===== src/hw/rtl/plist_pkg.sv =====
// Shared constants, codes and types for the positional list engine.
package plist_pkg;

  localparam int CAPACITY = 32;
  localparam int IDX_W    = $clog2(CAPACITY);
  localparam int CNT_W    = $clog2(CAPACITY + 1);
  localparam int FN_W     = 3;
  localparam int POS_W    = 6;
  localparam int VAL_W    = 32;
  localparam int EC_W     = 6;
  localparam int ST_W     = 2;
  localparam int CMP_W    = ((POS_W > CNT_W) ? POS_W : CNT_W) + 1;

  localparam logic [FN_W-1:0] FN_APPEND     = 3'd0;
  localparam logic [FN_W-1:0] FN_INSERT     = 3'd1;
  localparam logic [FN_W-1:0] FN_REMOVE_END = 3'd2;
  localparam logic [FN_W-1:0] FN_REMOVE_AT  = 3'd3;
  localparam logic [FN_W-1:0] FN_COUNT      = 3'd4;
  localparam logic [FN_W-1:0] FN_DUMP       = 3'd5;

  localparam logic [ST_W-1:0] STAT_OK     = 2'd0;
  localparam logic [ST_W-1:0] STAT_FULL   = 2'd1;
  localparam logic [ST_W-1:0] STAT_EMPTY  = 2'd2;
  localparam logic [ST_W-1:0] STAT_BADPOS = 2'd3;

  typedef enum logic [1:0] {
    CELL_HOLD   = 2'd0,
    CELL_INSERT = 2'd1,
    CELL_REMOVE = 2'd2,
    CELL_ROTATE = 2'd3
  } cell_op_t;

  typedef struct packed {
    cell_op_t         op;
    logic [IDX_W-1:0] idx;
  } cell_ctl_t;

endpackage


===== src/hw/rtl/plist_cell.sv =====
// One storage cell of the list chain: holds, loads, or takes a neighbor's or the head's entry.
module plist_cell (
  input  logic                                 clk,
  input  plist_pkg::cell_ctl_t                 ctl,
  input  logic [plist_pkg::IDX_W-1:0]          cell_idx,
  input  logic signed [plist_pkg::VAL_W-1:0]   wr_value,
  input  logic signed [plist_pkg::VAL_W-1:0]   left_value,
  input  logic signed [plist_pkg::VAL_W-1:0]   right_value,
  input  logic signed [plist_pkg::VAL_W-1:0]   head_value,
  output logic signed [plist_pkg::VAL_W-1:0]   value
);

  logic signed [plist_pkg::VAL_W-1:0] value_r;
  logic signed [plist_pkg::VAL_W-1:0] value_nxt;

  always_comb begin
    value_nxt = value_r;
    case (ctl.op)
      plist_pkg::CELL_INSERT: begin
        if (cell_idx == ctl.idx) begin
          value_nxt = wr_value;
        end else if (cell_idx > ctl.idx) begin
          value_nxt = left_value;
        end
      end
      plist_pkg::CELL_REMOVE: begin
        if (cell_idx >= ctl.idx) begin
          value_nxt = right_value;
        end
      end
      // idx is the tail: the head wraps around to it
      plist_pkg::CELL_ROTATE: begin
        if (cell_idx == ctl.idx) begin
          value_nxt = head_value;
        end else if (cell_idx < ctl.idx) begin
          value_nxt = right_value;
        end
      end
      default: value_nxt = value_r;
    endcase
  end

  always_ff @(posedge clk) begin
    value_r <= value_nxt;
  end

  assign value = value_r;

endmodule


===== src/hw/rtl/positional_list_engine_core.sv =====
// Top level of the positional list engine: control, output register and cell chain.
//
// Ordered list of up to CAPACITY signed 32-bit entries kept in a row of
// shifting cells, head in cell 0.
// Input channel (in_*): one item per operation: append, insert at a
// 1-based position, remove last, remove at position, count, dump.
// Result channel (out_*): one item per operation, or one per entry for a
// dump of a non-empty list, tlast set on the final item of the run.
// A single-item operation updates the cells and the output
// register in the accepting cycle; its result is valid in the next cycle.
// Throughput: one non-dump item per cycle while the result side takes
// items. A dump is accepted first and then sends the stored entries in
// list order, the list rotating through cell 0; no input is taken meanwhile.
// Receiver stall: the output register holds its item and in_tready drops
// until it is taken; a dump pauses its rotation.
// Reset (rst_n low, synchronous): the list is emptied and the output
// valid flag cleared. Entry cells are not reset; only cells below the
// count are ever read.
module positional_list_engine_core (
  input  logic        clk,
  input  logic        rst_n,
  input  logic        in_tvalid,
  output logic        in_tready,
  input  logic [47:0] in_tdata,   // func[2:0], position[8:3], item_value[40:9], zero pad
  output logic        out_tvalid,
  input  logic        out_tready,
  output logic [39:0] out_tdata,  // out_value[31:0], entry_count[37:32], status[39:38]
  output logic        out_tlast
);

  typedef enum logic [1:0] {
    S_IDLE = 2'b01,
    S_DUMP = 2'b10
  } state_t;

  localparam int IW = plist_pkg::IDX_W;
  localparam int CW = plist_pkg::CNT_W;
  localparam int MW = plist_pkg::CMP_W;
  localparam int VW = plist_pkg::VAL_W;
  localparam int EW = plist_pkg::EC_W;
  localparam int SW = plist_pkg::ST_W;

  state_t               state_r, state_nxt;
  logic [CW-1:0]        count_r, count_nxt;
  logic [CW-1:0]        rem_r, rem_nxt;
  logic                 out_valid_r, out_valid_nxt;
  logic signed [VW-1:0] out_value_r, out_value_nxt;
  logic [CW-1:0]        out_count_r, out_count_nxt;
  logic [SW-1:0]        out_status_r, out_status_nxt;
  logic                 out_last_r, out_last_nxt;

  logic [plist_pkg::FN_W-1:0]  in_func;
  logic [plist_pkg::POS_W-1:0] in_pos;
  logic signed [VW-1:0]        in_value;

  logic                 slot_free;
  logic                 in_accept;
  logic                 is_full;
  logic                 is_empty;
  logic [MW-1:0]        pos_ext;
  logic [MW-1:0]        cnt_ext;
  logic [MW-1:0]        pos_m1;
  logic [CW-1:0]        tail_cnt;
  logic [CW+EW-1:0]     ec_wide;

  plist_pkg::cell_ctl_t ctl;
  logic signed [VW-1:0] cell_val [plist_pkg::CAPACITY];

  assign in_func  = in_tdata[2:0];
  assign in_pos   = in_tdata[8:3];
  assign in_value = in_tdata[40:9];

  assign slot_free = !out_valid_r || out_tready;
  assign in_tready = (state_r == S_IDLE) && slot_free;
  assign in_accept = in_tvalid && in_tready;

  assign is_full  = (count_r == CW'(plist_pkg::CAPACITY));
  assign is_empty = (count_r == '0);
  assign pos_ext  = MW'(in_pos);
  assign cnt_ext  = MW'(count_r);
  assign pos_m1   = pos_ext - MW'(1);
  assign tail_cnt = count_r - CW'(1);

  always_comb begin
    state_nxt      = state_r;
    count_nxt      = count_r;
    rem_nxt        = rem_r;
    out_valid_nxt  = out_valid_r && !out_tready;
    out_value_nxt  = out_value_r;
    out_count_nxt  = out_count_r;
    out_status_nxt = out_status_r;
    out_last_nxt   = out_last_r;
    ctl.op         = plist_pkg::CELL_HOLD;
    ctl.idx        = '0;

    if (in_accept) begin
      out_valid_nxt  = 1'b1;
      out_value_nxt  = '0;
      out_status_nxt = plist_pkg::STAT_OK;
      out_last_nxt   = 1'b1;
      case (in_func)
        plist_pkg::FN_APPEND: begin
          if (is_full) begin
            out_status_nxt = plist_pkg::STAT_FULL;
          end else begin
            ctl.op    = plist_pkg::CELL_INSERT;
            ctl.idx   = count_r[IW-1:0];
            count_nxt = count_r + CW'(1);
          end
        end
        plist_pkg::FN_INSERT: begin
          if (is_full) begin
            out_status_nxt = plist_pkg::STAT_FULL;
          end else if (pos_ext == '0 || pos_ext > cnt_ext + MW'(1)) begin
            out_status_nxt = plist_pkg::STAT_BADPOS;
          end else begin
            ctl.op    = plist_pkg::CELL_INSERT;
            ctl.idx   = pos_m1[IW-1:0];
            count_nxt = count_r + CW'(1);
          end
        end
        plist_pkg::FN_REMOVE_END: begin
          if (is_empty) begin
            out_status_nxt = plist_pkg::STAT_EMPTY;
          end else begin
            ctl.op    = plist_pkg::CELL_REMOVE;
            ctl.idx   = tail_cnt[IW-1:0];
            count_nxt = tail_cnt;
          end
        end
        plist_pkg::FN_REMOVE_AT: begin
          if (is_empty) begin
            out_status_nxt = plist_pkg::STAT_EMPTY;
          end else if (pos_ext == '0 || pos_ext > cnt_ext) begin
            out_status_nxt = plist_pkg::STAT_BADPOS;
          end else begin
            ctl.op    = plist_pkg::CELL_REMOVE;
            ctl.idx   = pos_m1[IW-1:0];
            count_nxt = tail_cnt;
          end
        end
        plist_pkg::FN_DUMP: begin
          if (is_empty) begin
            out_status_nxt = plist_pkg::STAT_EMPTY;
          end else begin
            out_valid_nxt = 1'b0;
            rem_nxt       = count_r;
            state_nxt     = S_DUMP;
          end
        end
        default: ;
      endcase
      out_count_nxt = count_nxt;
    end else if (state_r == S_DUMP && slot_free) begin
      out_valid_nxt  = 1'b1;
      out_value_nxt  = cell_val[0];
      out_count_nxt  = count_r;
      out_status_nxt = plist_pkg::STAT_OK;
      out_last_nxt   = (rem_r == CW'(1));
      ctl.op         = plist_pkg::CELL_ROTATE;
      ctl.idx        = tail_cnt[IW-1:0];
      rem_nxt        = rem_r - CW'(1);
      if (rem_r == CW'(1)) begin
        state_nxt = S_IDLE;
      end
    end
  end

  always_ff @(posedge clk) begin
    if (!rst_n) begin
      state_r     <= S_IDLE;
      count_r     <= '0;
      rem_r       <= '0;
      out_valid_r <= 1'b0;
    end else begin
      state_r     <= state_nxt;
      count_r     <= count_nxt;
      rem_r       <= rem_nxt;
      out_valid_r <= out_valid_nxt;
    end
  end

  always_ff @(posedge clk) begin
    out_value_r  <= out_value_nxt;
    out_count_r  <= out_count_nxt;
    out_status_r <= out_status_nxt;
    out_last_r   <= out_last_nxt;
  end

  genvar i;
  generate
    for (i = 0; i < plist_pkg::CAPACITY; i++) begin : g_cell
      logic signed [VW-1:0] left_v;
      logic signed [VW-1:0] right_v;
      if (i == 0) begin : g_first
        assign left_v = in_value;
      end else begin : g_mid_l
        assign left_v = cell_val[i-1];
      end
      if (i == plist_pkg::CAPACITY - 1) begin : g_last
        assign right_v = cell_val[i];
      end else begin : g_mid_r
        assign right_v = cell_val[i+1];
      end
      plist_cell u_cell (
        .clk         (clk),
        .ctl         (ctl),
        .cell_idx    (IW'(i)),
        .wr_value    (in_value),
        .left_value  (left_v),
        .right_value (right_v),
        .head_value  (cell_val[0]),
        .value       (cell_val[i])
      );
    end
  endgenerate

  assign ec_wide    = {{EW{1'b0}}, out_count_r};
  assign out_tvalid = out_valid_r;
  assign out_tdata  = {out_status_r, ec_wide[EW-1:0], out_value_r};
  assign out_tlast  = out_last_r;

  assert property (@(posedge clk) disable iff (!rst_n)
    count_r <= CW'(plist_pkg::CAPACITY))
    else $error("entry count above capacity");

  assert property (@(posedge clk) disable iff (!rst_n)
    state_r == S_DUMP |-> rem_r != '0 && rem_r <= count_r)
    else $error("dump run counter out of range");

  assert property (@(posedge clk) disable iff (!rst_n)
    in_accept && in_func != plist_pkg::FN_DUMP |=> out_tvalid && out_tlast)
    else $error("single-item operation gave no final result");

  assert property (@(posedge clk) disable iff (!rst_n)
    in_accept && in_func == plist_pkg::FN_COUNT |=> $stable(count_r))
    else $error("count request changed the list");

endmodule

===== config.mk =====
export PLATFORM = sky130hd
export DESIGN_NAME = positional_list_engine_core
export DESIGN_NICKNAME = d
export VERILOG_FILES = /design/src/hw/rtl/plist_pkg.sv /design/src/hw/rtl/plist_cell.sv /design/src/hw/rtl/positional_list_engine_core.sv
export SDC_FILE = /design/constraint.sdc
export NUM_CORES = 2
export LEC_CHECK = 0
export BUFFER_PORTS_ARGS = -buffer_cell sky130_fd_sc_hd__buf_2
export CAP_MARGIN = 10
export CELL_PAD_IN_SITES_DETAIL_PLACEMENT = 0
export CELL_PAD_IN_SITES_GLOBAL_PLACEMENT = 1
export CORE_UTILIZATION = 45
export CTS_CLUSTER_SIZE = 12
export DETAILED_ROUTE_END_ITERATION = 8
export GPL_TIMING_DRIVEN = 0
export PLACE_DENSITY = 0.77
export SLEW_MARGIN = 20
export SYNTH_ARGS = -nofsm -noshare
export SYNTH_HDL_FRONTEND = slang
export SYNTH_SLANG_ARGS = --single-unit

===== constraint.sdc =====
create_clock -name clk -period 11.55 [get_ports clk]
set_input_delay 0.5775 -clock clk [delete_from_list [all_inputs] [get_ports clk]]
set_output_delay 0.5775 -clock clk [all_outputs]
set_load 0.05 [all_outputs]

### Word-level counts from Yosys, hierarchy flattened

Cells that the tools add are included.

| operators by class | value |
|---|---|
| add/subtract/negate cells | 5 |
| $lt $le $gt $ge | 96 |
| eq/ne operators | 140 |
| mux-type cells | 230 |
| reduce and logical (&&, ||, !) cells | 52 |

Operators with widths:

| cell | count |
|---|---|
| $mux W32 | 158 |
| $pmux W32 S3 | 31 |
| $ne A3 B1 Y1 const B | 62 |
| $reduce_and A4 Y1 | 31 |
| $mux W6 | 15 |
| $eq A5 B5 Y1 const A | 16 |
| $gt A5 B5 Y1 const A | 16 |
| $ge A5 B5 Y1 const A | 15 |
| $lt A5 B5 Y1 const A | 15 |
| $ne A2 B1 Y1 const B | 34 |
| $pmux W32 S2 | 1 |
| $eq A4 B5 Y1 const A | 8 |
| $ge A4 B5 Y1 const A | 8 |
| $gt A4 B5 Y1 const A | 8 |
| $lt A4 B5 Y1 const A | 8 |
| $mux W7 | 5 |
| $pmux W7 S4 | 1 |
| $mux W2 | 12 |
| $pmux W6 S4 | 1 |
| $eq A3 B5 Y1 const A | 4 |
| $ge A3 B5 Y1 const A | 4 |
| $gt A3 B5 Y1 const A | 4 |
| $lt A3 B5 Y1 const A | 4 |
| $sub A6 B1 Y6 const B | 2 |
| 35 further kinds | 60 |

| storage, ports and cells | value |
|---|---|
| flip-flop bits (word level) | 1080 |
| input port bits | 52 |
| output and inout port bits | 43 |
| logic and storage cells | 563 |

### Depth between registers and ports, before layout

| depth | value |
|---|---|
| depth after elaboration | 11 |
| gate-level depth with buffers | 17 |
| mapped depth without buffers | 14 |

### Hierarchy

A second synthesis with hierarchy kept.

| second synthesis, totals | value |
|---|---|
| cells, all modules | 5602 |
| area, all modules | 72425.7 um^2 |

By module, submodules not included:

| module | instances | cells each | area each (um^2) | sequential area each (um^2) |
|---|---|---|---|---|
| plist_cell | 32 | 162 | 2160.8 | 960.9 |
| positional_list_engine_core | 1 | 418 | 3279.4 | 1201.2 |

### Least setup slack after synthesis

No wires, ideal clock.

| path | value |
|---|---|
| kind | reg2reg |
| start | reg count_r[0] |
| end | reg g_cell[30].u_cell.value_r, in the netlist g_cell[30].u_cell.value[0], enable pin |
| setup time | 466 ps |
| arrival time | 5585 ps |
| data required time | 11084 ps |
| slack | 5499 ps |
| stages on the path, launching flop included | 16 |
| path buffers | 3 |
| period minus slack after synthesis | 6051 ps |
| cells stage by stage | dfxtp_1 > ha_1 > nand3_1 > xnor2_1 > ha_1 > a21o_1 > a211oi_2 > a22o_1 > a31oi_2 > and3_1 > buf_2 > nor3_1 > buf_2 > nand2_2 > buf_2 > o21ai_0 |

| between the ends | value |
|---|---|
| longest elaborated chain between the ends | 10 |
| elaborated cells between the ends (all ways) | 29 |
| those cells by class | add/sub (2); order compare (5); eq/ne (8); mux (9); reduce/logical (5) |

RTL lines:

| element | RTL line | source |
|---|---|---|
| from (decl) | positional_list_engine_core.sv:44 | `logic [CW-1:0] count_r, count_nxt;` |
| from (signal assigned) | positional_list_engine_core.sv:177 | `count_r <= count_nxt;` |
| $add A6 B1 Y7 | positional_list_engine_core.sv:114 | `end else if (pos_ext == '0 \|\| pos_ext > cnt_ext + MW'(1)) begin` |
| $gt A6 B7 Y1 | positional_list_engine_core.sv:114 |  |
| $logic_or A1 B1 Y1 | positional_list_engine_core.sv:114 |  |
| $mux W6 | positional_list_engine_core.sv:114 |  |
| $mux W6 | positional_list_engine_core.sv:112 | `if (is_full) begin` |
| $pmux W7 S4 | positional_list_engine_core.sv:101 | `case (in_func)` |
| $mux W7 * | positional_list_engine_core.sv:96 | `if (in_accept) begin` |
| $lt A5 B5 Y1, or another cell as far along | plist_cell.sv:35 | `end else if (cell_idx < ctl.idx) begin` |
| $ne A3 B1 Y1 (no line), or another cell as far along | -- |  |
| $reduce_and A4 Y1 (no line) * | -- |  |
| to (signal assigned) | plist_cell.sv:44 | `value_r <= value_nxt;` |
| to (decl) | plist_cell.sv:13 | `logic signed [plist_pkg::VAL_W-1:0] value_r;` |

Every way passes the cells marked *; elsewhere a longest branch is shown, timed or not.
A chain may end at the register's enable or synchronous reset.

### Worst setup path in the final report

| path | value |
|---|---|
| start | reg count_r[0] |
| end | reg g_cell[29].u_cell.value_r, in the netlist g_cell[29].u_cell.value[15] (data pin) |

| between the ends | value |
|---|---|
| longest elaborated chain between the ends | 10 |
| elaborated cells between the ends (all ways) | 24 |
| those cells by class | add/sub (2); order compare (2); eq/ne (5); mux (12); reduce/logical (3) |

RTL lines:

| element | RTL line | source |
|---|---|---|
| $add A6 B1 Y7 | positional_list_engine_core.sv:114 |  |
| $gt A6 B7 Y1 | positional_list_engine_core.sv:114 |  |
| $logic_or A1 B1 Y1 | positional_list_engine_core.sv:114 |  |
| $mux W6 | positional_list_engine_core.sv:114 |  |
| $mux W6 | positional_list_engine_core.sv:112 |  |
| $pmux W7 S4 | positional_list_engine_core.sv:101 |  |
| $mux W7 * | positional_list_engine_core.sv:96 |  |
| $eq A5 B5 Y1 | plist_cell.sv:20, plist_cell.sv:33 |  |
| $mux W32 (on tied branches) | plist_cell.sv:33, plist_cell.sv:20 |  |
| $pmux W32 S3 * | plist_cell.sv:18 | `case (ctl.op)` |
| via g_cell[29].u_cell.value_nxt, one bit | plist_cell.sv:14 | `logic signed [plist_pkg::VAL_W-1:0] value_nxt;` |
| to (signal assigned) | plist_cell.sv:44 |  |
| to (decl) | plist_cell.sv:13 |  |

The timed path passes the listed nets; every way through them passes the cells marked *.

==> implementation parameters <==
Parameter                              Value

STA
  Worst hold slack    about 0.15 ns
  Setup violators final    0
  Highest Clock Rate    ~140 MHz
  Tcrit/Tclk final    around 61%
  Transition time at the pin with the least slew margin    1.33 ns
  Total negative setup slack    0 ns
  Tmin final    just over 7 ns
  Skew final    around 0.032 ns
  Setup repair after global routing missed its margin    false
  Final number of hold-violating endpoints    0
  Number of pins with negative max-slew slack in the final report    0
  Max-slew headroom at the worst pin    between 10 and 15%

Power
  Peak VDD IR    between 0.1 and 0.15 mV
  Seq pwr share    between 50% and 60%
  Total power divided by cell area    about 150 nW/um^2
  Clock group share of total power    between 40% and 50%
  Fraction of power spent switching nets    roughly a quarter
  Switching power of the nets    between 2 and 2.5 mW
  Combinational cell fraction of total power    8.6%
  Static Leakage    21.5 nW
  Int Power    between 6 and 7 mW

Detailed routing
  Antenna viol nets, final    0
  Vias after detailed routing    between 40000 and 50000
  Count of routing violations after the opening detailed-route iteration    between 9000 and 10000
  Final wirelength    around 250000 um
  First drt pass iteration count    7
  Number of design rule violations left after detail routing    0
  Vias per std cell    7.11
  Average routed wire per standard cell    approximately 38 um

Worst hold path
  Startpoint of the lowest-slack hold path    rst_n
  Count of cells along the worst hold path    2
  Class of the worst hold path    primary input to register
  Worst Hold Path EP    count_r[1]

Global route
  Met1 track demand over resource    53.4%
  Total global routing track utilization    40.3%
  Pin count of the biggest net entering global routing    33
  Peak-usage layer in the global routing report    met2
  Antenna violations before repair    17
  M2 GR Usage    around 56%
  Aggregate global routing overflow    0
  Wire length of the first global-routing pass    ~340000 um
  GR Util met3    12.3%
  Number of global-route vias before repair    42884

Setup path
  Maximum net fanout on the critical path    10
  Critical path class    register to register
  Capturing point of the worst reg2reg path    g_cell[29].u_cell.value[15]
  R2R depth    13
  Arrival time of the worst setup path    about 7.6 ns
  Required @ worst endpoint    between 10 and 15 ns
  Internal reg-to-reg setup slack    around 4.5 ns
  Origin of the critical flop-to-flop path    count_r[0]
  CP endpoint kind    register
  Startpoint Class    register

Clock tree
  Reg clk slew, reported paths    approximately 0.060 ns
  Resized cells post-CTS    0
  Cts-stage hold buffer count    0
  CTS buffer count    ~120
  Clk_lat worst skew    0.75 ns
  Clock tree from TritonCTS    yes
  Clock root buffer master    clkbuf_16
  Deepest level of the CTS H-tree    3
  Clock sinks    ~1100
  Buffer depth of the longest clock path    3
  Count of buffers added by post-CTS timing repair for setup    0

Synthesis
  Total number of yosys warnings    0
  Avg Inst Size Synth    roughly 11 um^2
  Area leader, netlist    edfxtp_1
  Gate count of the mapped netlist    ~4800
  Dominant synthesized flop cell    edfxtp_1
  Synthesized net count    4824
  Top post-synthesis cells by count    edfxtp_1 (1032), nand2_1 (748), a221o_1 (512)
  Top cells by area in the synthesized netlist    edfxtp_1 (58%), a221o_1 (9.5%), o211ai_1 (6.3%), nand2_1 (5.2%), nand3_1 (4.5%)
  Async S/R FF share, synth    0%
  Synthesis-stage register bit count    1080
  Top-count cell post-synth    edfxtp_1
  Number of enable-type register cells in the synthesized netlist    ~1000
  Cell area after synthesis    53700 um^2
  Fraction of synthesized cell area taken by the top area cell type    slightly below 60%
  Part of the Yosys area used for sequential elements    59.5%
  Number of different library cells in the post-synthesis netlist    83

Floorplanning
  Cell Rows    roughly 130
  Initial core utilization    45.4%
  IO Count    95
  Full die area    121000 um^2
  Width of the die    347 um
  Height of the die    approximately 350 um
  Area of the core region    around 120000 um^2

Placed design
  Weighted congestion at the end of routability-driven global placement    1.04
  Post-detailed-placement half-perimeter wirelength    between 150000 and 200000 um
  Quantity of I/O buffers inserted on ports    86

Run
  Number of max-capacitance violations reported    0

Outcome
  Run status    completed

Final layout
  P&R area growth vs syn    13.9%
  Ratio of cells with drive above 1 in the final layout    10.1%
  Nets    between 5000 and 6000
## how the worst max path moves through the flow
stage / end / startpoint / slack [ns]
floorplan: g_cell[30].u_cell.value[0] / count_r[0] / 5.50
global placement: g_cell[21].u_cell.value[24] / count_r[0] / 0.52
detailed placement: g_cell[29].u_cell.value[15] / count_r[0] / 4.94
CTS: g_cell[29].u_cell.value[15] / count_r[0] / 4.91
global route: g_cell[29].u_cell.value[15] / count_r[0] / 4.58
finish: g_cell[29].u_cell.value[15] / count_r[0] / 4.48
## logic make-up (layout without fill, tap and decap cells)
kind of cell    count (synthesis)  count (layout)  share of synthesized area, %
fa+ha+maj                      20              20                         0.466
buf+inv                       500             846                          3.74
mux                            35              35                         0.653
other cells                     0               7                             0
xor+xnor                       11              11                         0.180
compound gates               1181            1181                          18.5
flops                        1080            1080                          59.5
simple gates                 1925            1925                          16.9
## worst max-delay path, stage by stage, from the launching register on
cell and delay, ns:
dfxtp_1 0.76, inv_1 0.39, ha_1 0.43, nor3b_1 0.07, a31oi_1 0.29, o21ai_0 0.29
a31oi_1 0.48, buf_2 0.37, buf_1 0.51, clkbuf_1 0.64, clkbuf_1 1.00, clkbuf_1 1.05
nand3_1 0.40, o211ai_1 0.20
## routing by layer
layer / vias up / wire length (um)
met5: - / 205
li1: 19276 / -
met2: 4149 / 99500
met3: 769 / 37400
met1: 22981 / 89800
met4: 26 / 22400
## power groups by stage
stage / registers [mW] / clock network [mW] / logic (mW)
6_report: 4.49 / 3.71 / 0.772
5_1_grt: 4.49 / 3.83 / 0.778
4_1_cts: 4.49 / 3.70 / 0.726
3_5_place_dp: 4.57 / 0 / 0.725
3_3_place_gp: 4.58 / 0 / 0.671
2_1_floorplan: 4.54 / 0 / 0.359
## state kept, by name (all words and copies together), names as in the netlist
register,count
out_tvalid,1
g_cell.u_cell.value,1024
rem_r,6
state_r,2
out_status_r,2
count_r,6
out_value_r,32
out_count_r,6
out_tlast,1
## cell type report
class,count,area [um^2]
clock buffer,149,3080
tap,1536,1920
buffer,485,2030
inverter,15,56.3
fill,10495,57000
multi-input combinational,3172,20200
antenna,7,17.5
sequential,1080,32000
timing repair buffer,130,1320
clock inverter,67,579
## cells in the final DEF (no fill, tap or decap), types with 48 or more instances in the layout
| master | n |
|---|---|
| and2_1 | 48 |
| clkbuf_1 | 349 |
| nand3_1 | 484 |
| edfxtp_1 | 1032 |
| clkbuf_16 | 116 |
| o211ai_1 | 451 |
| buf_1 | 48 |
| o21ai_0 | 60 |
| buf_2 | 156 |
| dfxtp_1 | 48 |
| nor2_1 | 233 |
| a221o_1 | 512 |
| and3_1 | 329 |
| nand2_1 | 721 |
## metrics by stage
| stage | util [%] | cells | cell area [um^2] | worst slack [ns] | total power [mW] |
|---|---|---|---|---|---|
| after floorplan | - | 4752 | 53700 | 5.50 | 4.90 |
| after global placement | 47.4 | 6374 | 56000 | 0.522 | 5.25 |
| after detailed placement | 48.6 | 6416 | 57400 | 4.94 | 5.29 |
| after CTS | 51.7 | 6632 | 61100 | 4.91 | 8.91 |
| after global routing | 51.7 | 6634 | 61100 | 4.58 | 9.10 |
| final | 51.8 | 6641 | 61100 | 4.48 | 8.98 |
Power figures use the tool's default switching activity.
